### src/fmpf_pkg.sv
// ----------------------------------------------------------------------------
// fmpf_pkg: shared types and constants of the first-match packet filter
// Holds the operation codes, protocol constants and the structs that carry
// a rule, a packet header and a classification token along the cell chain.
// ----------------------------------------------------------------------------
`default_nettype none

package fmpf_pkg;

  // Operation codes carried in the op field of a request.
  typedef enum logic [1:0] {
    OP_CLASSIFY = 2'd0,
    OP_ADD      = 2'd1,
    OP_CLEAR    = 2'd2
  } op_e;

  localparam logic [7:0] PROTO_TCP = 8'd6;
  localparam logic [7:0] PROTO_UDP = 8'd17;
  localparam logic [7:0] TCP_SYN   = 8'h02;

  // One stored filter rule.
  typedef struct packed {
    logic [31:0] src_addr;
    logic [31:0] src_mask;
    logic [31:0] dst_addr;
    logic [31:0] dst_mask;
    logic [15:0] src_port;
    logic [15:0] dst_port;
    logic [7:0]  protocol;
    logic        drop;
  } rule_t;

  // Packet header fields that take part in matching.
  typedef struct packed {
    logic [31:0] src_ip;
    logic [31:0] dst_ip;
    logic [15:0] src_port;
    logic [15:0] dst_port;
    logic [7:0]  protocol;
  } hdr_t;

  // Classification token handed from cell to cell.
  typedef struct packed {
    logic valid;
    logic decided;
    logic verdict;
    hdr_t hdr;
  } tok_t;

endpackage

`default_nettype wire

### src/fmpf_if.sv
// ----------------------------------------------------------------------------
// fmpf_if: request and response channels of the first-match packet filter
// Valid/ready channels; a transfer happens when valid and ready are both high.
// ----------------------------------------------------------------------------
`default_nettype none

interface fmpf_req_if;
  logic        valid;
  logic        ready;
  logic [1:0]  op;
  logic [31:0] src_ip;
  logic [31:0] dst_ip;
  logic [31:0] src_mask;
  logic [31:0] dst_mask;
  logic [15:0] src_port;
  logic [15:0] dst_port;
  logic [7:0]  protocol;
  logic [7:0]  tcp_flags;
  logic        drop_rule;

  modport source (
    output valid, op, src_ip, dst_ip, src_mask, dst_mask, src_port, dst_port,
    output protocol, tcp_flags, drop_rule,
    input  ready
  );
  modport sink (
    input  valid, op, src_ip, dst_ip, src_mask, dst_mask, src_port, dst_port,
    input  protocol, tcp_flags, drop_rule,
    output ready
  );
endinterface

interface fmpf_rsp_if;
  logic valid;
  logic ready;
  logic action;
  logic status;

  modport source (output valid, action, status, input ready);
  modport sink (input valid, action, status, output ready);
endinterface

`default_nettype wire

### src/first_match_packet_filter.sv
// ----------------------------------------------------------------------------
// first_match_packet_filter: ordered five-tuple rule table, first match wins
// Adds rules, clears the table and classifies packet headers against a row
// of rule cells through which each classify that needs a rule lookup walks.
// ----------------------------------------------------------------------------
// Each request carries one operation and gets exactly one response. An add
// appends the rule at the end of the table (status 1 and no change when the
// table already holds MAX_RULES rules), a clear empties the table, and a
// classify walks a token through a chain of MAX_RULES cells, one cell per
// cycle, where the first valid rule that matches fixes the verdict. Add,
// clear, and any classify that needs no rule lookup (filtering disabled, TCP
// without SYN, empty table) answer without the chain, so one such request
// can be taken per cycle while the response side keeps up. A classify that
// looks up rules occupies the chain: its response is registered (via ST_HOLD
// while the response register is busy) once the token leaves the last cell;
// the next request is accepted only after the return to ST_IDLE, so none is
// taken during the walk. The response register lets a request be accepted
// while the previous response still waits to be taken. The user must write
// filter_enable (cfg_we_i, cfg_wdata_i) only while no request is in flight;
// the block does not enforce this. Its reset value 0 forwards every packet.
// ----------------------------------------------------------------------------
`default_nettype none

module first_match_packet_filter
  import fmpf_pkg::*;
#(
  parameter int unsigned MAX_RULES = 16
) (
  input  wire         clk_i,
  input  wire         rst_ni,
  fmpf_req_if.sink    req,
  fmpf_rsp_if.source  rsp,
  input  wire         cfg_we_i,
  input  wire         cfg_wdata_i
);

  localparam int unsigned CNT_W = $clog2(MAX_RULES + 1);
  localparam logic [CNT_W-1:0] FULL = CNT_W'(MAX_RULES);

  typedef enum logic [1:0] {
    ST_IDLE,   // ready for a request
    ST_WALK,   // classify token travels the chain
    ST_HOLD    // response waits for the response register to free up
  } state_e;

  state_e           state_q, state_d;
  logic [CNT_W-1:0] count_q, count_d;
  logic             enable_q, enable_d;
  logic             out_valid_q, out_valid_d;
  logic             out_action_q, out_action_d;
  logic             out_status_q, out_status_d;
  logic             hold_action_q, hold_action_d;
  logic             hold_status_q, hold_status_d;

  logic             accept;
  logic             out_free;
  logic             is_add;
  logic             table_full;
  logic             bypass;
  logic             launch;
  logic             imm_status;
  rule_t            new_rule;

  tok_t             tok [MAX_RULES+1];
  logic [CNT_W-1:0] rem [MAX_RULES+1];

  assign req.ready = (state_q == ST_IDLE);
  assign accept    = req.valid && req.ready;
  assign out_free  = !out_valid_q || rsp.ready;

  assign is_add     = (req.op == OP_ADD);
  assign table_full = (count_q == FULL);
  assign imm_status = is_add && table_full;

  // A classify skips the chain when filtering is off, when it is TCP without
  // SYN, or when the table holds no rule; in every such case it forwards.
  assign bypass = !enable_q ||
                  ((req.protocol == PROTO_TCP) && ((req.tcp_flags & TCP_SYN) == '0)) ||
                  (count_q == '0);
  assign launch = accept && (req.op == OP_CLASSIFY) && !bypass;

  always_comb begin
    new_rule.src_addr = req.src_ip;
    new_rule.src_mask = req.src_mask;
    new_rule.dst_addr = req.dst_ip;
    new_rule.dst_mask = req.dst_mask;
    new_rule.src_port = req.src_port;
    new_rule.dst_port = req.dst_port;
    new_rule.protocol = req.protocol;
    new_rule.drop     = req.drop_rule;
  end

  // The token that enters the chain carries the packet header and starts
  // undecided; the remaining count starts at the number of valid rules.
  assign tok[0] = '{valid: launch, decided: 1'b0, verdict: 1'b0,
                    hdr: '{src_ip: req.src_ip, dst_ip: req.dst_ip,
                           src_port: req.src_port, dst_port: req.dst_port,
                           protocol: req.protocol}};
  assign rem[0] = count_q;

  // The rule cells; a new rule lands in the cell whose index equals the count.
  for (genvar k = 0; k < MAX_RULES; k++) begin : g_cell
    logic wr_en;
    assign wr_en = accept && is_add && !table_full && (count_q == CNT_W'(k));

    fmpf_cell #(
      .CNT_W (CNT_W)
    ) u_cell (
      .clk_i     (clk_i),
      .rst_ni    (rst_ni),
      .wr_en_i   (wr_en),
      .wr_rule_i (new_rule),
      .tok_i     (tok[k]),
      .rem_i     (rem[k]),
      .tok_o     (tok[k+1]),
      .rem_o     (rem[k+1])
    );
  end

  always_comb begin
    state_d       = state_q;
    count_d       = count_q;
    enable_d      = cfg_we_i ? cfg_wdata_i : enable_q;
    out_valid_d   = out_valid_q && !rsp.ready;
    out_action_d  = out_action_q;
    out_status_d  = out_status_q;
    hold_action_d = hold_action_q;
    hold_status_d = hold_status_q;

    if (accept) begin
      case (req.op)
        OP_ADD: begin
          if (!table_full) begin
            count_d = count_q + CNT_W'(1);
          end
        end
        OP_CLEAR: begin
          count_d = '0;
        end
        default: begin
        end
      endcase
    end

    case (state_q)
      ST_IDLE: begin
        if (accept) begin
          if (launch) begin
            state_d = ST_WALK;
          end else if (out_free) begin
            out_valid_d  = 1'b1;
            out_action_d = 1'b0;
            out_status_d = imm_status;
          end else begin
            hold_action_d = 1'b0;
            hold_status_d = imm_status;
            state_d       = ST_HOLD;
          end
        end
      end
      ST_WALK: begin
        if (tok[MAX_RULES].valid) begin
          if (out_free) begin
            out_valid_d  = 1'b1;
            out_action_d = tok[MAX_RULES].verdict;
            out_status_d = 1'b0;
            state_d      = ST_IDLE;
          end else begin
            hold_action_d = tok[MAX_RULES].verdict;
            hold_status_d = 1'b0;
            state_d       = ST_HOLD;
          end
        end
      end
      ST_HOLD: begin
        if (out_free) begin
          out_valid_d  = 1'b1;
          out_action_d = hold_action_q;
          out_status_d = hold_status_q;
          state_d      = ST_IDLE;
        end
      end
      default: begin
        state_d = ST_IDLE;
      end
    endcase
  end

  always_ff @(posedge clk_i or negedge rst_ni) begin
    if (!rst_ni) begin
      state_q       <= ST_IDLE;
      count_q       <= '0;
      enable_q      <= 1'b0;
      out_valid_q   <= 1'b0;
      out_action_q  <= 1'b0;
      out_status_q  <= 1'b0;
      hold_action_q <= 1'b0;
      hold_status_q <= 1'b0;
    end else begin
      state_q       <= state_d;
      count_q       <= count_d;
      enable_q      <= enable_d;
      out_valid_q   <= out_valid_d;
      out_action_q  <= out_action_d;
      out_status_q  <= out_status_d;
      hold_action_q <= hold_action_d;
      hold_status_q <= hold_status_d;
    end
  end

  assign rsp.valid  = out_valid_q;
  assign rsp.action = out_action_q;
  assign rsp.status = out_status_q;

`ifndef SYNTHESIS
  // The rule count never passes the table size.
  a_count_bound: assert property (@(posedge clk_i) disable iff (!rst_ni)
    count_q <= FULL)
    else $error("rule count exceeds table size");

  // An add to a full table leaves the count unchanged.
  a_full_add: assert property (@(posedge clk_i) disable iff (!rst_ni)
    (accept && is_add && table_full) |=> (count_q == $past(count_q)))
    else $error("add to full table changed the rule count");

  // A token leaves the chain only while a classify request is walking it.
  a_tail_walk: assert property (@(posedge clk_i) disable iff (!rst_ni)
    tok[MAX_RULES].valid |-> (state_q == ST_WALK))
    else $error("token left the chain outside a walk");

  // Every valid rule has been tried by the time the token reaches the end.
  a_tail_rem: assert property (@(posedge clk_i) disable iff (!rst_ni)
    tok[MAX_RULES].valid |-> (rem[MAX_RULES] == '0))
    else $error("token reached the end with rules left to try");

  // A token that matched nothing carries the forward verdict.
  a_tail_fwd: assert property (@(posedge clk_i) disable iff (!rst_ni)
    (tok[MAX_RULES].valid && !tok[MAX_RULES].decided) |-> !tok[MAX_RULES].verdict)
    else $error("unmatched token carries a drop verdict");
`endif

endmodule

`default_nettype wire

### src/fmpf_cell.sv
// ----------------------------------------------------------------------------
// fmpf_cell: one rule slot of the classifier chain
// Stores one rule, tests the passing token against it and registers the
// token, with its count of rules still to try, for the next cell.
// ----------------------------------------------------------------------------
`default_nettype none

module fmpf_cell
  import fmpf_pkg::*;
#(
  parameter int unsigned CNT_W = 5
) (
  input  wire              clk_i,
  input  wire              rst_ni,
  input  wire              wr_en_i,
  input  rule_t            wr_rule_i,
  input  tok_t             tok_i,
  input  wire  [CNT_W-1:0] rem_i,
  output tok_t             tok_o,
  output logic [CNT_W-1:0] rem_o
);

  rule_t            rule_q;
  tok_t             tok_d;
  logic             valid_q;
  logic             decided_q;
  logic             verdict_q;
  hdr_t             hdr_q;
  logic [CNT_W-1:0] rem_q, rem_d;
  logic             is_l4;
  logic             hit;
  logic             active;

  always_comb begin
    is_l4 = (tok_i.hdr.protocol == PROTO_TCP) || (tok_i.hdr.protocol == PROTO_UDP);
    hit = ((rule_q.protocol == '0) || (rule_q.protocol == tok_i.hdr.protocol)) &&
          ((rule_q.src_addr == '0) ||
           ((tok_i.hdr.src_ip & rule_q.src_mask) == rule_q.src_addr)) &&
          ((rule_q.dst_addr == '0) ||
           ((tok_i.hdr.dst_ip & rule_q.dst_mask) == rule_q.dst_addr)) &&
          (!is_l4 ||
           (((rule_q.src_port == '0) || (rule_q.src_port == tok_i.hdr.src_port)) &&
            ((rule_q.dst_port == '0) || (rule_q.dst_port == tok_i.hdr.dst_port))));
    // The slot takes part only while it holds one of the valid rules.
    active = tok_i.valid && (rem_i != '0) && !tok_i.decided;

    tok_d = tok_i;
    if (active && hit) begin
      tok_d.decided = 1'b1;
      tok_d.verdict = rule_q.drop;
    end
    rem_d = (rem_i != '0) ? rem_i - CNT_W'(1) : rem_i;
  end

  always_ff @(posedge clk_i or negedge rst_ni) begin
    if (!rst_ni) begin
      valid_q <= 1'b0;
    end else begin
      valid_q <= tok_d.valid;
    end
  end

  always_ff @(posedge clk_i) begin
    decided_q <= tok_d.decided;
    verdict_q <= tok_d.verdict;
    hdr_q     <= tok_d.hdr;
    rem_q     <= rem_d;
    if (wr_en_i) begin
      rule_q <= wr_rule_i;
    end
  end

  assign tok_o = '{valid: valid_q, decided: decided_q, verdict: verdict_q, hdr: hdr_q};
  assign rem_o = rem_q;

endmodule

`default_nettype wire

### src/flat_wrapper.sv
// flat-port wrapper written by rule: the top's interface ports become plain ports
module first_match_packet_filter_flat import fmpf_pkg::*;
#(
  parameter int unsigned MAX_RULES = 16
)
  (clk_i, rst_ni, cfg_we_i, cfg_wdata_i, req_valid, req_op, req_src_ip, req_dst_ip, req_src_mask, req_dst_mask, req_src_port, req_dst_port, req_protocol, req_tcp_flags, req_drop_rule, req_ready, rsp_valid, rsp_action, rsp_status, rsp_ready);
  fmpf_req_if req_i ();
  fmpf_rsp_if rsp_i ();
  input  wire clk_i;
  input  wire rst_ni;
  input  wire cfg_we_i;
  input  wire cfg_wdata_i;
  input wire logic [$bits(req_i.valid)-1:0] req_valid;
  input wire logic [$bits(req_i.op)-1:0] req_op;
  input wire logic [$bits(req_i.src_ip)-1:0] req_src_ip;
  input wire logic [$bits(req_i.dst_ip)-1:0] req_dst_ip;
  input wire logic [$bits(req_i.src_mask)-1:0] req_src_mask;
  input wire logic [$bits(req_i.dst_mask)-1:0] req_dst_mask;
  input wire logic [$bits(req_i.src_port)-1:0] req_src_port;
  input wire logic [$bits(req_i.dst_port)-1:0] req_dst_port;
  input wire logic [$bits(req_i.protocol)-1:0] req_protocol;
  input wire logic [$bits(req_i.tcp_flags)-1:0] req_tcp_flags;
  input wire logic [$bits(req_i.drop_rule)-1:0] req_drop_rule;
  output wire logic [$bits(req_i.ready)-1:0] req_ready;
  output wire logic [$bits(rsp_i.valid)-1:0] rsp_valid;
  output wire logic [$bits(rsp_i.action)-1:0] rsp_action;
  output wire logic [$bits(rsp_i.status)-1:0] rsp_status;
  input wire logic [$bits(rsp_i.ready)-1:0] rsp_ready;
  assign req_i.valid = req_valid;
  assign req_i.op = req_op;
  assign req_i.src_ip = req_src_ip;
  assign req_i.dst_ip = req_dst_ip;
  assign req_i.src_mask = req_src_mask;
  assign req_i.dst_mask = req_dst_mask;
  assign req_i.src_port = req_src_port;
  assign req_i.dst_port = req_dst_port;
  assign req_i.protocol = req_protocol;
  assign req_i.tcp_flags = req_tcp_flags;
  assign req_i.drop_rule = req_drop_rule;
  assign req_ready = req_i.ready;
  assign rsp_valid = rsp_i.valid;
  assign rsp_action = rsp_i.action;
  assign rsp_status = rsp_i.status;
  assign rsp_i.ready = rsp_ready;
  first_match_packet_filter #(.MAX_RULES(MAX_RULES)) u_core (.clk_i(clk_i), .rst_ni(rst_ni), .req(req_i), .rsp(rsp_i), .cfg_we_i(cfg_we_i), .cfg_wdata_i(cfg_wdata_i));
endmodule
### config.mk
export PLATFORM = sky130hd
export DESIGN_NAME = first_match_packet_filter_flat
export DESIGN_NICKNAME = d
export VERILOG_FILES = /design/src/fmpf_pkg.sv /design/src/fmpf_if.sv /design/src/first_match_packet_filter.sv /design/src/fmpf_cell.sv /design/src/flat_wrapper.sv
export SDC_FILE = /design/constraint.sdc
export NUM_CORES = 2
export LEC_CHECK = 0
export BUFFER_PORTS_ARGS = -buffer_cell sky130_fd_sc_hd__buf_2
export CORE_ASPECT_RATIO = 0.6
export CORE_UTILIZATION = 50
export DETAILED_ROUTE_END_ITERATION = 10
export HOLD_SLACK_MARGIN = 0.08
export PLACE_DENSITY_LB_ADDON = 0.15
export SLEW_MARGIN = 15
export SYNTH_ARGS = -nofsm -noshare
export SYNTH_HDL_FRONTEND = slang
export SYNTH_SLANG_ARGS = --single-unit
### constraint.sdc
create_clock -name clk_i -period 22 [get_ports clk_i]
set_clock_uncertainty 0.2 [all_clocks]
set_input_delay 4.4 -clock clk_i [delete_from_list [all_inputs] [get_ports clk_i]]
set_output_delay 4.4 -clock clk_i [all_outputs]
set_load 0.01 [all_outputs]
Yosys cells after proc, flatten, opt, wreduce, memory -nomap -nowiden
Index checks and enable logic that the tools add are counted.
- register bits: 4399
- latch bits: 0
- memory bits (writable): 0
- bits in read-only memories: 0
- input port bits: 185
- output and inout bits: 4
- word-level logic and storage cells: 925
- memories: 0
- $add $sub $neg: 16
- $mul: 0
- divide/modulo/power cells: 0
- order comparisons: 0
- equal/unequal tests: 142
- shift-type cells: 0
- muxes and demuxes: 69
- bitwise logic cells: 32
- reductions and logical operators: 393
- operators by type and width (operator ; number):
    32-bit bitwise AND ; 32
    32-bit equality test ; 32
    32-bit logical NOT ; 32
    16-bit equality test ; 32
    16-bit logical NOT ; 32
    8-bit logical NOT ; 17
    1-bit logical AND ; 135
    8-bit by 3-bit equality test with 1-bit output, second input constant ; 16
    8-bit by 5-bit equality test with 1-bit output, second input constant ; 16
    8-bit equality test ; 16
    1-bit logical OR ; 115
    5-bit 2-to-1 mux ; 16
    5-bit nonzero test ; 16
    5-bit by 1-bit subtractor with 5-bit output, second input constant ; 15
    5-bit by 4-bit equality test with 1-bit output, second input constant ; 8
    1-bit 2-to-1 mux ; 39
    1-bit logical NOT ; 36
    5-bit by 3-bit equality test with 1-bit output, second input constant ; 4
    2-bit 2-to-1 mux ; 7
    2-bit inequality test, second input constant ; 7
    5-bit by 2-bit equality test with 1-bit output, second input constant ; 2
    5-bit case mux with 2 select lines ; 1
    1-bit case mux with 3 select lines ; 3
    7-bit AND reduction ; 1
    other kinds (16) ; 22

Logic depth before layout (Yosys ltp)
- depth after elaboration: 9
- gate-level depth with buffers: 9
- depth with buffers taken out: 9

By module
From an unflattened synthesis, not the netlist that was laid out.
- cell total of the unflattened synthesis: 8806
- area, all modules: 146510.5 sq um
- by module, submodules not included (module ; instances ; cells each ; area an instance (sq um) ; seq. area each (sq um)):
    fmpf_cell ; 16 ; 542 ; 9086.2 ; 7322.0
    first_match_packet_filter ; 1 ; 134 ; 1131.1 ; 325.3

Worst setup path before layout
OpenSTA, ideal clock, no wires.
- kind: input port to flip-flop
- from: in req_op[1]
- to: reg u_core.g_cell[11].u_cell.rule_q[0] (netlist bit), enable pin
- setup time: 1.110 ns
- arrival time: 20.795 ns
- data required time: 20.690 ns
- path slack: -0.105 ns
- stages on the path: 3
- buffers on the path: 0
- cells stage by stage: nor3b_1 nand2_1 nor4_1
- word-level cells in the longest chain between the ends: 4
- ends and longest elaborated chain (element ; RTL line ; source):
    start: declaration ; flat_wrapper.sv:14 ; input wire logic [$bits(req_i.op)-1:0] req_op;
    2-bit by 1-bit equality test with 1-bit output ; first_match_packet_filter.sv:71 ; assign is_add = (req.op == OP_ADD);
    1-bit logical AND (3 in a row) ; first_match_packet_filter.sv:104 ; assign wr_en = accept && is_add && !table_full && (count_q == CNT_W'(k));
    via u_core.g_cell[11].u_cell.wr_en_i ; fmpf_cell.sv:15 ; input wire wr_en_i,
    end signal: assignment ; fmpf_cell.sv:69 ; rule_q <= wr_rule_i;
    end: declaration ; fmpf_cell.sv:23 ; rule_t rule_q;
The timed path passes the listed nets, and every way through them passes these cells.
A chain may end at the register's enable or synchronous reset.

Worst setup path in the final report
- from: in req_op[1]
- to: reg u_core.g_cell[3].u_cell.rule_q[78] (netlist bit), enable pin
- word-level cells in the longest chain between the ends: 4
- ends and longest elaborated chain (element ; RTL line):
    2-bit by 1-bit equality test with 1-bit output ; first_match_packet_filter.sv:71
    1-bit logical AND (3 in a row) ; first_match_packet_filter.sv:104
    via u_core.g_cell[3].u_cell.wr_en_i ; fmpf_cell.sv:15
    end signal: assignment ; fmpf_cell.sv:69
    end: declaration ; fmpf_cell.sv:23
The timed path passes the listed nets, and every way through them passes these cells.

==> flow_metrics.py <==
metrics = {
    "placement": {
        "hpwl_microns": 274000,
        "pre_cts_slack_ns": 12.93,
        "gp_congestion": 0.890,
        "port_buffers": 181,
    },
    "global_routing": {
        "grt_pass1_vias": 70300,
        "antenna_found_initial": 43,
        "overflow": 0,
        "grt_max_degree": 145,
        "grt_usage_pct": 24.9,
        "grt_pass1_wl_microns": 511000,
    },
    "sta": {
        "drv_slew": 0,
        "setup_viol": 0,
        "grt_setup_unrepaired": "no",
        "timing.setup.tns_ns": 0,
        "min_period_ns": 8.20,
        "tightest_slew_ns": 1.10,
        "timing.final.ws_setup_ns": 13.80,
        "timing.fmax_mhz": 122,
        "hold_viol": 0,
        "maxSlewHeadroom_pct": 26.6,
        "period_share_pct": 37.3,
    },
    "power_and_ir_drop": {
        "leakage_nw": 54.9,
        "powerDensity_mw_per_mm2": 103,
        "max-vdd-ir-drop_mv": 0.0670,
        "clockPowerShare_pct": 40.4,
        "seqPwrFrac_pct": 55.3,
        "swShare_pct": 21.6,
        "comb_power_share_pct": 4.3,
        "p_int_mw": 13.1,
        "power_switching_mw": 3.63,
        "power.total_mw": 16.8,
    },
    "logic_synthesis": {
        "seq_area_frac_synth_pct": 80.3,
        "synth_top_area_share_pct": 56.5,
        "ys_top_cells_by_area": "edfxtp_1, dfxtp_1, xnor2_1, nor4_1, xor2_1",
        "synth-edff-count": 2704,
        "synthesis.nets": 8834,
        "synth_seq_cells": 4399,
        "synth_flop_cell": "edfxtp_1",
        "synth_area_sq_mm": 0.144,
        "async_reset_ff_share_pct": 0.659,
        "synth_cell_types": 50,
        "yosysWarningCount": 0,
        "yosys.area.top_type": "edfxtp_1",
        "postSynthCellCount": 8625,
        "syn_area_per_cell_sq_um": 16.7,
    },
    "floorplanning": {
        "die_area_sq_mm": 0.289,
        "initial_utilization_pct": 50.6,
        "pin_count": 189,
        "std_cell_rows": 151,
        "core_area_sq_mm": 0.284,
        "die_w_microns": 694,
        "fp.dieH_microns": 417,
    },
    "clock_network": {
        "cts_setup_buffers": 0,
        "clk_path_buf_depth": 4,
        "root_buffer": "clkbuf_16",
        "numCtsBuffers": 378,
        "cts_num_sinks": 4399,
        "cts_hold_buf": 0,
        "clk_latency_ns": 0.91,
        "path_clk_slew_ns": 0.06,
        "cts_tree": "done",
        "h-tree-depth": 5,
        "cts_resized": 0,
    },
    "worst_setup_path": {
        "r2r_slack_ns": 16.27,
        "crit_fanout": 76,
        "rr_worst_depth": 10,
        "worstReg2RegStart": "u_core.count_q[0]",
        "arrival_ns": 8.52,
        "r2r_end": "u_core.g_cell[3].u_cell.rule_q[78]",
        "crit_end": "u_core.g_cell[3].u_cell.rule_q[78]",
        "worstSetupEndpointType": "register",
        "worstSetupPathType": "input port to register",
        "cp-startpoint": "req_op[1]",
        "worstPathRequired_ns": 22.32,
        "start_kind": "input port",
    },
    "worst_hold_path": {
        "min_from": "u_core.g_cell[13].u_cell.tok_o[68]",
        "worst_hold_path_type": "register to register",
    },
    "routing": {
        "wl_per_cell_microns": 27.3,
        "ant_nets": 0,
        "wl_met1_microns": 190000,
        "vias_per_cell": 5.57,
        "drtPass1Iterations": 6,
        "wl_met2_microns": 122000,
        "drc": 0,
        "routed_wl_microns": 368000,
        "routed.top_layer": "met5",
        "drtIter0Drc": 10400,
        "met3WireLength_microns": 49600,
        "via_count": 75000,
    },
    "final_layout": {
        "final_common_cell": "edfxtp_1",
        "drive_gt1_share_pct": 9.40,
        "final_nets": 9496,
        "syn_to_final_growth_pct": 13.4,
        "layout_common_cells": "edfxtp_1, dfxtp_1, xnor2_1, nand2_1, nor4_1",
        "n_fill_cell": 21700,
        "fin_util_pct": 57.4,
    },
    "status": {
        "run_status": "finished clean",
    },
    "flow_run": {
        "drv_cap": 0,
    },
}
logic make-up (layout without fill, tap and decap cells):
kind of cell	Yosys count	in the layout	share of synthesized area, %
multiplexers	30	30	0.238
XOR/XNOR	1700	1700	10.4
adder cells (fa/ha/maj)	24	24	0.209
AO/OA/AOI/OAI	142	142	0.657
AND/OR/NAND/NOR	2291	2291	8.15
flip-flops	4399	4399	80.3
buffers and inverters	39	1022	0.103
other	0	33	0
registers in the layout, indices dropped and copies added, names as in the netlist:
signal / count
u_core.g_cell.u_cell.rule_q: 2704
u_core.g_cell.u_cell.tok_o: 1560
u_core.g_cell.u_cell.rem_o: 75
u_core.g_cell.u_cell.valid_q: 16
u_core.g_cell.u_cell.verdict_q: 16
u_core.g_cell.u_cell.decided_q: 15
u_core.count_q: 5
u_core.state_q: 2
u_core.enable_q: 1
u_core.hold_action_q: 1
u_core.hold_status_q: 1
u_core.rsp.action: 1
u_core.rsp.status: 1
u_core.rsp.valid: 1
how the worst min path moves through the flow:
stage / endpoint / cells after the start / slack, ns
floorplan: u_core.g_cell[10].u_cell.tok_o[100] / 0 / 0.13
global placement: u_core.g_cell[1].u_cell.tok_o[92] / 0 / 0.13
detailed placement: u_core.g_cell[1].u_cell.tok_o[66] / 0 / 0.14
CTS: u_core.g_cell[14].u_cell.tok_o[68] / 0 / 0.13
global route: u_core.g_cell[14].u_cell.tok_o[68] / 0 / 0.14
finish: u_core.g_cell[14].u_cell.tok_o[68] / 0 / 0.13
cell type report:
class | count | area [sq um] | area share, %
clock buffer | 546 | 10900 | 6.68
multi-input combinational | 4187 | 28300 | 17.4
antenna | 33 | 82.6 | 0.0507
inverter | 37 | 139 | 0.0853
clock inverter | 155 | 1750 | 1.07
sequential | 4399 | 115000 | 70.8
timing repair buffer | 284 | 1690 | 1.04
tap | 3825 | 4790 | 2.94
worst max-delay path: stages:
cell	delay, ns
buf_2	0.12
nor3b_1	0.38
nand2_1	0.33
or3_1	0.56
nor2_4	0.79
buf_4	0.83
buf_4	0.93
layer usage:
metal	track usage (%)	vias up
li1	-	33000
met3	7.98	415
met4	4.55	6
met1	45.2	37600
met5	0	-
met2	27.2	3941
per-stage QoR:
| step | hold WS, ns | instances | cell area (sq um) |
|---|---|---|---|
| after floorplan | 0.131 | 8625 | 144000 |
| after global placement | 0.133 | 12700 | 150000 |
| after detailed placement | 0.135 | 12700 | 150000 |
| after CTS | 0.128 | 13400 | 163000 |
| after global routing | 0.136 | 13400 | 163000 |
| final | 0.127 | 13500 | 163000 |
power by group through the flow:
stage	Combinational, mW	Sequential, mW	Clock [mW]
after floorplan	0.397	9.37	0
after global placement	0.691	9.44	0
after detailed placement	0.707	9.44	0
after CTS	0.713	9.26	6.87
after global routing	0.784	9.29	7.18
final	0.721	9.27	6.77
cells in the mapped netlist, types with 31 or more instances:
master    count
a21oi_1      34
dfxtp_1    1666
edfxtp_1   2704
inv_1        36
nand2_1    1047
nand4_1     225
nor2_1       61
nor3_1       31
nor4_1      817
o22ai_1      34
xnor2_1    1187
xor2_1      513
Power figures use the tool's default switching activity.
